<file path="src/afse_pkg.sv">
// ----------------------------------------------------------------------------
// afse_pkg
// Shared types and constants for the ADTS frame sync and extract core.
// ----------------------------------------------------------------------------
package afse_pkg;

   // ADTS header size and sync pattern
   localparam int unsigned HDR_LEN       = 7;
   localparam int unsigned HDR_STORE     = 6;
   localparam logic [7:0]  SYNC_BYTE     = 8'hFF;
   localparam logic [3:0]  SYNC_NIBBLE   = 4'hF;

   // Default depth of the command queue between front and back
   localparam int unsigned QUEUE_DEPTH   = 4;

   // Result kinds carried on rsp_tuser
   typedef enum logic [0:0] {
      KIND_BYTE   = 1'b0,
      KIND_STATUS = 1'b1
   } kind_type;

   // Packet status codes
   typedef enum logic [1:0] {
      ST_OK      = 2'd0,
      ST_NOSYNC  = 2'd1,
      ST_TRUNC   = 2'd2
   } status_type;

   // One command from the front: a run of frame bytes, then maybe a status word
   typedef struct packed {
      logic [HDR_LEN-1:0][7:0] bytes;     // bytes to send, index 0 first
      logic [2:0]              cnt;       // number of frame bytes, 0..7
      logic                    mark_last; // tag the final byte as end of frame
      logic                    eop;       // append a status word
      status_type              status;
      logic [12:0]             length;
   } cmd_type;

endpackage

</file>
<file path="src/adts_frame_sync_extract_core.sv">
// ----------------------------------------------------------------------------
// adts_frame_sync_extract_core
// Finds the first ADTS sync in each packet and forwards that frame.
// ----------------------------------------------------------------------------
// Packet bytes enter on req_ one per cycle, with req_tlast on the last byte.
// The core hunts for 0xFF followed by a byte with high nibble F, collects the
// 7-byte header and forwards frame-length bytes from the sync byte (fewer if
// the packet ends first), tagging a complete frame's last byte with rsp_tlast.
// Bytes stream out as they arrive, so a frame must be dropped downstream if
// its status word reports an error. Every packet ends with one status word
// (rsp_tuser = 1): ok with length, no sync or short header, or truncated with
// length. One byte is taken per cycle while the command queue has room, and
// each byte's words pass through the command queue and the output register
// before they can be taken on rsp_. The seventh header byte expands into up
// to seven output words (eight with a status word), which leave the single
// output register one per cycle while the receiver keeps up. Bytes that follow
// it in the frame each queue one command, so the QueueDepth-entry command
// queue fills and a full replay followed by frame body stalls the input. A
// stalled receiver backs the queue up and stalls the input the same way.
// ----------------------------------------------------------------------------
module adts_frame_sync_extract_core #(
   parameter int unsigned QueueDepth = afse_pkg::QUEUE_DEPTH
) (
   input  logic        clock,
   input  logic        reset,
   // packet byte input
   input  logic        req_tvalid,
   output logic        req_tready,
   input  logic [7:0]  req_tdata,   // [7:0] data_byte
   input  logic        req_tlast,   // end_of_packet
   // result output
   output logic        rsp_tvalid,
   input  logic        rsp_tready,
   output logic [23:0] rsp_tdata,   // [7:0] frame_byte, [9:8] status,
                                    // [22:10] frame_length, [23] zero
   output logic [0:0]  rsp_tuser,   // [0] result_kind
   output logic        rsp_tlast    // last_of_frame
);

   afse_pkg::cmd_type    front_cmd;
   afse_pkg::cmd_type    head_cmd;
   logic                 front_push;
   logic                 q_empty;
   logic                 q_full;
   logic                 q_pop;
   logic                 accept;
   afse_pkg::kind_type   out_kind;
   logic [7:0]           out_byte;
   afse_pkg::status_type out_status;
   logic [12:0]          out_length;

   assign req_tready = !q_full;
   assign accept     = req_tvalid && req_tready;

   afse_front u_front (
      .clock         (clock),
      .reset         (reset),
      .accept        (accept),
      .data_byte     (req_tdata),
      .end_of_packet (req_tlast),
      .push          (front_push),
      .cmd           (front_cmd)
   );

   afse_queue #(
      .Depth (QueueDepth)
   ) u_queue (
      .clock    (clock),
      .reset    (reset),
      .push     (front_push),
      .push_cmd (front_cmd),
      .pop      (q_pop),
      .head     (head_cmd),
      .empty    (q_empty),
      .full     (q_full)
   );

   afse_back u_back (
      .clock      (clock),
      .reset      (reset),
      .head       (head_cmd),
      .head_valid (!q_empty),
      .pop        (q_pop),
      .out_valid  (rsp_tvalid),
      .out_ready  (rsp_tready),
      .out_kind   (out_kind),
      .out_byte   (out_byte),
      .out_last   (rsp_tlast),
      .out_status (out_status),
      .out_length (out_length)
   );

   // Pack the result word
   assign rsp_tdata = {1'b0, out_length, out_status, out_byte};
   assign rsp_tuser = out_kind;

   // Status words carry no frame byte and never end a frame
   a_status_clean: assert property (@(posedge clock) disable iff (reset)
      rsp_tvalid && rsp_tuser == afse_pkg::KIND_STATUS |->
         rsp_tdata[7:0] == 8'd0 && !rsp_tlast)
      else $error("status word carries byte data");

   // Frame byte words report ok with zero length
   a_byte_clean: assert property (@(posedge clock) disable iff (reset)
      rsp_tvalid && rsp_tuser == afse_pkg::KIND_BYTE |->
         rsp_tdata[22:8] == 15'd0)
      else $error("frame byte word carries status fields");

   // Only defined status codes leave the core
   a_status_code: assert property (@(posedge clock) disable iff (reset)
      rsp_tvalid |-> rsp_tdata[9:8] != 2'd3)
      else $error("undefined status code");

   // A short or missing header never reports a length
   a_nosync_len: assert property (@(posedge clock) disable iff (reset)
      rsp_tvalid && rsp_tdata[9:8] == afse_pkg::ST_NOSYNC |->
         rsp_tdata[22:10] == 13'd0)
      else $error("no-sync status with nonzero length");

endmodule

</file>
<file path="src/afse_front.sv">
// ----------------------------------------------------------------------------
// afse_front
// Sync hunt and header parser. Classifies each packet byte and issues a
// command for the back end whenever the byte causes any output words.
// ----------------------------------------------------------------------------
module afse_front (
   input  logic              clock,
   input  logic              reset,
   input  logic              accept,     // byte taken this cycle
   input  logic [7:0]        data_byte,
   input  logic              end_of_packet,
   output logic              push,
   output afse_pkg::cmd_type cmd
);

   typedef enum logic [1:0] {
      MODE_HUNT,
      MODE_HEADER,
      MODE_FORWARD,
      MODE_DONE
   } mode_type;

   mode_type    mode_ff, mode_in;
   logic        prev_ff_ff, prev_ff_in;
   logic [2:0]  count_ff, count_in;
   logic [12:0] length_ff, length_in;
   logic [12:0] sent_ff, sent_in;
   logic [7:0]  hdr_ff [afse_pkg::HDR_STORE];
   logic [7:0]  hdr_in [afse_pkg::HDR_STORE];

   logic [12:0] hdr_len;
   logic [12:0] sent_inc;

   // Frame length from header bytes 3..5
   assign hdr_len  = {hdr_ff[3][1:0], hdr_ff[4], hdr_ff[5][7:5]};
   assign sent_inc = sent_ff + 13'd1;

   // Parse one byte
   always_comb begin
      mode_in    = mode_ff;
      prev_ff_in = prev_ff_ff;
      count_in   = count_ff;
      length_in  = length_ff;
      sent_in    = sent_ff;
      for (int i = 0; i < afse_pkg::HDR_STORE; i++) begin
         hdr_in[i] = hdr_ff[i];
      end
      cmd           = '0;
      cmd.status    = afse_pkg::ST_OK;

      unique case (mode_ff)
         MODE_HUNT: begin
            if (prev_ff_ff && data_byte[7:4] == afse_pkg::SYNC_NIBBLE) begin
               hdr_in[0]  = afse_pkg::SYNC_BYTE;
               hdr_in[1]  = data_byte;
               count_in   = 3'd2;
               mode_in    = MODE_HEADER;
               prev_ff_in = 1'b0;
            end else begin
               prev_ff_in = (data_byte == afse_pkg::SYNC_BYTE);
            end
         end
         MODE_HEADER: begin
            if (count_ff < 3'(afse_pkg::HDR_STORE)) begin
               for (int i = 0; i < afse_pkg::HDR_STORE; i++) begin
                  if (count_ff == 3'(i)) begin
                     hdr_in[i] = data_byte;
                  end
               end
               count_in = count_ff + 3'd1;
            end else begin
               // replay the header: stored bytes then the seventh byte
               for (int i = 0; i < afse_pkg::HDR_STORE; i++) begin
                  cmd.bytes[i] = hdr_ff[i];
               end
               cmd.bytes[afse_pkg::HDR_LEN-1] = data_byte;
               cmd.cnt       = (hdr_len < 13'(afse_pkg::HDR_LEN)) ?
                               hdr_len[2:0] : 3'(afse_pkg::HDR_LEN);
               cmd.mark_last = (hdr_len <= 13'(afse_pkg::HDR_LEN));
               length_in     = hdr_len;
               sent_in       = {10'd0, cmd.cnt};
               mode_in       = cmd.mark_last ? MODE_DONE : MODE_FORWARD;
            end
         end
         MODE_FORWARD: begin
            cmd.bytes[0]  = data_byte;
            cmd.cnt       = 3'd1;
            sent_in       = sent_inc;
            cmd.mark_last = (sent_inc >= length_ff);
            if (cmd.mark_last) begin
               mode_in = MODE_DONE;
            end
         end
         MODE_DONE: begin
         end
         default: begin
         end
      endcase

      // End of packet: report and go back to hunting
      if (end_of_packet) begin
         cmd.eop = 1'b1;
         unique case (mode_in)
            MODE_HUNT, MODE_HEADER: begin
               cmd.status = afse_pkg::ST_NOSYNC;
               cmd.length = '0;
            end
            MODE_FORWARD: begin
               cmd.status = afse_pkg::ST_TRUNC;
               cmd.length = length_in;
            end
            MODE_DONE: begin
               cmd.status = afse_pkg::ST_OK;
               cmd.length = length_in;
            end
            default: begin
               cmd.status = afse_pkg::ST_OK;
               cmd.length = '0;
            end
         endcase
         mode_in    = MODE_HUNT;
         prev_ff_in = 1'b0;
         count_in   = '0;
         length_in  = '0;
         sent_in    = '0;
      end
   end

   // Issue a command only when the byte produces output
   assign push = accept && (cmd.cnt != 3'd0 || cmd.eop);

   // Hold parser state
   always_ff @(posedge clock) begin
      if (reset) begin
         mode_ff    <= MODE_HUNT;
         prev_ff_ff <= 1'b0;
         count_ff   <= '0;
         length_ff  <= '0;
         sent_ff    <= '0;
      end else if (accept) begin
         mode_ff    <= mode_in;
         prev_ff_ff <= prev_ff_in;
         count_ff   <= count_in;
         length_ff  <= length_in;
         sent_ff    <= sent_in;
      end
   end

   // Header store, no reset
   always_ff @(posedge clock) begin
      if (accept) begin
         for (int i = 0; i < afse_pkg::HDR_STORE; i++) begin
            hdr_ff[i] <= hdr_in[i];
         end
      end
   end

endmodule

</file>
<file path="src/afse_queue.sv">
// ----------------------------------------------------------------------------
// afse_queue
// Short command queue that decouples the parser from the output sequencer.
// ----------------------------------------------------------------------------
module afse_queue #(
   parameter int unsigned Depth = afse_pkg::QUEUE_DEPTH
) (
   input  logic              clock,
   input  logic              reset,
   input  logic              push,
   input  afse_pkg::cmd_type push_cmd,
   input  logic              pop,
   output afse_pkg::cmd_type head,
   output logic              empty,
   output logic              full
);

   localparam int unsigned PtrW = (Depth > 1) ? $clog2(Depth) : 1;
   localparam int unsigned CntW = $clog2(Depth + 1);

   afse_pkg::cmd_type mem_ff [Depth];
   logic [PtrW-1:0]   wr_ptr_ff, wr_ptr_in;
   logic [PtrW-1:0]   rd_ptr_ff, rd_ptr_in;
   logic [CntW-1:0]   count_ff, count_in;

   assign empty = (count_ff == '0);
   assign full  = (count_ff == CntW'(Depth));
   assign head  = mem_ff[rd_ptr_ff];

   // Advance pointers and fill count
   always_comb begin
      wr_ptr_in = wr_ptr_ff;
      rd_ptr_in = rd_ptr_ff;
      count_in  = count_ff;
      if (push) begin
         wr_ptr_in = (wr_ptr_ff == PtrW'(Depth - 1)) ? '0 : wr_ptr_ff + PtrW'(1);
      end
      if (pop) begin
         rd_ptr_in = (rd_ptr_ff == PtrW'(Depth - 1)) ? '0 : rd_ptr_ff + PtrW'(1);
      end
      case ({push, pop})
         2'b10:   count_in = count_ff + CntW'(1);
         2'b01:   count_in = count_ff - CntW'(1);
         default: count_in = count_ff;
      endcase
   end

   always_ff @(posedge clock) begin
      if (reset) begin
         wr_ptr_ff <= '0;
         rd_ptr_ff <= '0;
         count_ff  <= '0;
      end else begin
         wr_ptr_ff <= wr_ptr_in;
         rd_ptr_ff <= rd_ptr_in;
         count_ff  <= count_in;
      end
   end

   // Command storage
   always_ff @(posedge clock) begin
      if (push) begin
         mem_ff[wr_ptr_ff] <= push_cmd;
      end
   end

endmodule

</file>
<file path="src/afse_back.sv">
// ----------------------------------------------------------------------------
// afse_back
// Output sequencer. Expands each queued command into frame byte words and any
// status word into the output register, one per cycle while out_ready allows.
// ----------------------------------------------------------------------------
module afse_back (
   input  logic                 clock,
   input  logic                 reset,
   input  afse_pkg::cmd_type    head,
   input  logic                 head_valid,
   output logic                 pop,
   output logic                 out_valid,
   input  logic                 out_ready,
   output afse_pkg::kind_type   out_kind,
   output logic [7:0]           out_byte,
   output logic                 out_last,
   output afse_pkg::status_type out_status,
   output logic [12:0]          out_length
);

   logic [2:0]           idx_ff, idx_in;
   logic                 valid_ff, valid_in;
   afse_pkg::kind_type   kind_ff, kind_in;
   logic [7:0]           byte_ff, byte_in;
   logic                 last_ff, last_in;
   afse_pkg::status_type status_ff, status_in;
   logic [12:0]          length_ff, length_in;

   logic [3:0] total;
   logic       load;
   logic       is_byte;

   assign total   = {1'b0, head.cnt} + {3'd0, head.eop};
   assign load    = head_valid && (!valid_ff || out_ready);
   assign is_byte = (idx_ff < head.cnt);
   assign pop     = load && ({1'b0, idx_ff} + 4'd1 == total);

   // Build the next output word
   always_comb begin
      idx_in    = idx_ff;
      valid_in  = valid_ff && !out_ready;
      kind_in   = kind_ff;
      byte_in   = byte_ff;
      last_in   = last_ff;
      status_in = status_ff;
      length_in = length_ff;
      if (load) begin
         valid_in = 1'b1;
         idx_in   = pop ? 3'd0 : idx_ff + 3'd1;
         if (is_byte) begin
            kind_in   = afse_pkg::KIND_BYTE;
            byte_in   = head.bytes[idx_ff];
            last_in   = head.mark_last && (idx_ff + 3'd1 == head.cnt);
            status_in = afse_pkg::ST_OK;
            length_in = '0;
         end else begin
            kind_in   = afse_pkg::KIND_STATUS;
            byte_in   = '0;
            last_in   = 1'b0;
            status_in = head.status;
            length_in = head.length;
         end
      end
   end

   always_ff @(posedge clock) begin
      if (reset) begin
         idx_ff   <= '0;
         valid_ff <= 1'b0;
      end else begin
         idx_ff   <= idx_in;
         valid_ff <= valid_in;
      end
   end

   // Output payload, no reset
   always_ff @(posedge clock) begin
      kind_ff   <= kind_in;
      byte_ff   <= byte_in;
      last_ff   <= last_in;
      status_ff <= status_in;
      length_ff <= length_in;
   end

   assign out_valid  = valid_ff;
   assign out_kind   = kind_ff;
   assign out_byte   = byte_ff;
   assign out_last   = last_ff;
   assign out_status = status_ff;
   assign out_length = length_ff;

endmodule

</file>
<file path="config.mk">
export PLATFORM = sky130hd
export DESIGN_NAME = adts_frame_sync_extract_core
export DESIGN_NICKNAME = d
export VERILOG_FILES = /design/src/afse_pkg.sv /design/src/adts_frame_sync_extract_core.sv /design/src/afse_front.sv /design/src/afse_queue.sv /design/src/afse_back.sv
export SDC_FILE = /design/constraint.sdc
export NUM_CORES = 1
export LEC_CHECK = 0
export BUFFER_PORTS_ARGS = -buffer_cell sky130_fd_sc_hd__clkbuf_2
export CORE_ASPECT_RATIO = 1.5
export CORE_MARGIN = 5
export CORE_UTILIZATION = 60
export DETAILED_ROUTE_END_ITERATION = 6
export PLACE_DENSITY = 0.83
export SETUP_SLACK_MARGIN = 0.1
export SLEW_MARGIN = 20
export SYNTH_ARGS = -nofsm -noshare
export SYNTH_HDL_FRONTEND = slang
export SYNTH_SLANG_ARGS = --single-unit
</file>
<file path="constraint.sdc">
create_clock -name clock -period 5.3 [get_ports clock]
set_input_delay 0.265 -clock clock [delete_from_list [all_inputs] [get_ports clock]]
set_output_delay 0.265 -clock clock [all_outputs]
set_load 0.05 [all_outputs]
</file>
==> impl_results.md <==
* Status: complete, no violations
* Flops & latches, synth at roughly 420
* Clk sinks at approximately 420
* Post-placement cell count at between 1000 and 1500
* Async S/R FF share, synth at 0
* Cts hold-fix bufs at 1
* GR Layer Usage met3 at 0.0353
* Largest net degree at the start of global routing at 66
* Final slew viol count at 0
* DIE AREA at around 33000 sq um
* Worst-Skew Late Latency at between 0.5 and 0.6 ns
* Unrepaired setup endpoints after global routing: no
* Total design power at 7.26 mW
* Setup CP Type: flip-flop to flip-flop
* Worst Hold Depth at 1
* Period Utilization, post-route at 0.717
* Syn_area_per_cell at approximately 17 sq um
* Vias per cell at between 6 and 7
* Gr ovfl total at 0
* Seq pwr share at 0.515
* Share of the synthesized area in the top cell type at 0.651
* CTS clk-pin slew, worst paths at ~0.070 ns
* NetSw at roughly 1.6 mW
* Synth Net Count at 1094
* Most used DFF post-synth: edfxtp_1
* CTS Buffer Depth at 3
* Post-CTS Repair Setup Buffers at 0
* Final core utilization at 0.675
* Crit path DAT at around 4.3 ns
* Hold_sp: req_tdata[0]
* Sw Share at 0.224
* Static leakage at a little over 6 nW
* DP HPWL at approximately 22000 um
* First-pass GRT wire length at a little under 60000 um
* Synth Instances at ~1000
* CP peak stage delay at ~0.58 ns
* Nature of the critical path startpoint: flip-flop
* Syn. warnings at 0
* Register Area at roughly 12000 sq um
* Clk pwr share at 0.399
* Gp weighted congestion at ~0.85
* Post-synth top area cell: edfxtp_1
* Worst Skew at 0.0164 ns
* Multi-input logic area at ~4700 sq um
* Layout area overhead at 11.5%
* Vias in the first global route at slightly below 10000
* Final net count at approximately 1100
* Post-route ant nets at 0
* Slew @ Worst Pin at ~0.97 ns
* Fin. Hold Viols at 0
* Initial core utilization at 0.606
* Netlist cell types at 48
* CP max stage cell: dfxtp_4
* I/O pins at between 40 and 50
* Design area at slightly below 20000 sq um
* Int Power at 5.63 mW
* # rows at 76
* Antenna violations before repair at 0
* R2R setup slack at ~1.5 ns
* Most Used Layer, Global Route: met2
* DRC at 0
* DRT iter0 DRCs at around 1100
* Layout fillers at about 1800
* Total track usage at 0.237
* CP bufs+invs at 1
* Mapped Area at 17400 sq um
* Drt first pass iters at 6
* Post-synth EDFFs at 377
* GR met1 Demand/Resource at 0.313
* H-tree depth at 2
* Max-cap violation count at 0
* Achievable Freq at 263 MHz
* Routed WL at between 30000 and 40000 um
* CORE AREA at approximately 29000 sq um
* Root Driver: clkbuf_16
* GR Layer Usage met2 at 0.400
* CP Capture Type: flip-flop
* Max IR drop VDD at around 0.00026 V
* IO buf count at 39
* RR Endpoint: u_queue.count_ff[2]
* DR vias at ~9500
* R2R depth at 12
* Pwr/cell area at roughly 370 nW/um^2
* Fin cells at ~1500
* Area contributors post-synth: edfxtp_1 65%, mux4_2 11%, dfxtp_1 5.2%
* Hold Crit Class: input port to flip-flop
* Proportion of layout cells with a drive suffix above 1 at 0.192
* Crit-path most repeated cell: ha_1
* CP Max Fanout at 18
* CTS Buf Count at 38
* Die extent in x at between 100 and 150 um
* CP required at between 5 and 6 ns
* Worst rel slew slack at 0.352
* CTS-repair resized insts at 0
* CP top delay family: adder cells
* CP Depth at 12
* Chip Height at 219 um
* Final setup vio count at 0
* Antenna Cells at 0
* Per-cell routed wire length at roughly 25 um
* Post-Route Setup TNS at 0 ns
* Crit-path cells: mux4_2 > ha_1 > ha_1 > xnor2_1 > nand3_1 > nor3_4 > ha_1 > inv_1 > fa_1 > xor2_1 > or3_1 > a21oi_1
* Register area share after synthesis at 0.703
* Worst Hold Path EP: u_front.hdr_ff[2][0]
* Combinational power share at 0.086
* CTS tree: yes
* Dpl cell area at 18000 sq um
* Tmin final at 3.80 ns
[how the worst max path moves through the flow]
stage / from / to
after floorplan: flip-flop / u_queue.count_ff[2]
after global placement: flip-flop / u_queue.count_ff[2]
after detailed placement: flip-flop / u_queue.count_ff[2]
after CTS: flip-flop / u_queue.count_ff[2]
after global routing: flip-flop / u_queue.count_ff[2]
final: flip-flop / u_queue.count_ff[2]
[registers in the layout, indices dropped and copies added, names as in the netlist, named ones only]
| register | count |
|---|---|
| u_back.idx_ff | 3 |
| u_back.out_byte | 8 |
| u_back.out_kind | 1 |
| u_back.out_last | 1 |
| u_back.out_length | 13 |
| u_back.out_status | 2 |
| u_back.out_valid | 1 |
| u_front.count_ff | 3 |
| u_front.hdr_ff | 48 |
| u_front.length_ff | 13 |
| u_front.mode_ff | 2 |
| u_front.prev_ff_ff | 1 |
| u_front.sent_ff | 13 |
| u_queue.count_ff | 3 |
| u_queue.mem_ff | 304 |
| u_queue.rd_ptr_ff | 2 |
| u_queue.wr_ptr_ff | 2 |
[layout make-up]
type,instances,share of cell area
Clock buffer,52,0.0571
Inverter,55,0.0106
Sequential cell,422,0.631
Clock inverter,18,0.0119
Timing Repair Buffer,59,0.0205
Tap cell,390,0.0252
Multi-Input combinational cell,515,0.244
[routing by layer]
layer	part of all wire	vias to the layer above
met4	0.039	0
met2	0.52	483
met1	0.37	4795
li1	-	4087
met3	0.069	103
met5	0	-
[cells by family after synthesis]
group / Yosys count / synth area share
AOI/OAI and AO/OA: 106 / 0.0397
xor gates and xnor gates: 20 / 0.0109
adders and majority gates: 38 / 0.0278
buffers and inverters: 106 / 0.0260
DFF: 422 / 0.703
muxes: 107 / 0.122
other: 1 / 0.000216
and+or+nand+nor: 243 / 0.0704
[power by group through the flow]
stage / Sequential, mW / Clock, mW / Combinational [mW]
final: 3.74 / 2.90 / 0.623
after global routing: 3.75 / 3.07 / 0.666
after CTS: 3.74 / 2.92 / 0.629
after detailed placement: 3.81 / 0 / 0.620
after global placement: 3.81 / 0 / 0.611
after floorplan: 3.94 / 0 / 0.329
[cell usage in the layout, fill, tap and decap left out, drive strengths merged, types with 8 or more instances in the layout]
master  Yosys  final
nand3      14     14
mux4       84     84
edfxtp    377    377
o21ai       8      8
buf        19     19
xnor2      13     13
nor2       72     72
o22ai       9      9
a22oi      36     36
clkinv      1     10
nand2      47     47
inv        54     56
nor2b      13     13
o21a        8      8
and2       58     58
mux2i      22     22
clkbuf     32     91
ha         37     37
dfxtp      45     45
nor3        8      8
a21oi      31     31
[stage by stage]
stage	hold WS [ns]	setup WS (ns)
after CTS	0.0365	1.47
after floorplan	0.364	1.12
final	0.0686	1.50
after global routing	0.0525	1.28
after global placement	0.459	1.58
after detailed placement	0.464	1.55
[worst reg2reg max path: cells and delay by family, from the launching register on]
| kind | cells | cell delay (ns) |
|---|---|---|
| fa+ha+maj | 4 | 1.20 |
| simple gates | 3 | 0.85 |
| flops | 1 | 0.58 |
| mux | 1 | 0.58 |
| xor+xnor | 2 | 0.32 |
| compound gates | 1 | 0.13 |
| buf+inv | 1 | 0.07 |
[synth_stat cells (all sizes together) (2+ instances only)]
master	n
or3	5
xnor2	13
o22ai	9
nand3	14
and2	58
nor4	4
nand2	47
nor2b	13
a22oi	36
a21o	5
nor2	72
dfxtp	45
nor3	8
a21oi	31
xor2	7
o21ai	8
o31a	2
mux4	84
o21a	8
and3	7
nand3b	2
inv	54
and4	5
buf	19
mux2i	22
edfxtp	377
clkbuf	32
nand2b	3
ha	37
nand4	3
o21bai	2
(Power assumes the default switching activity.)
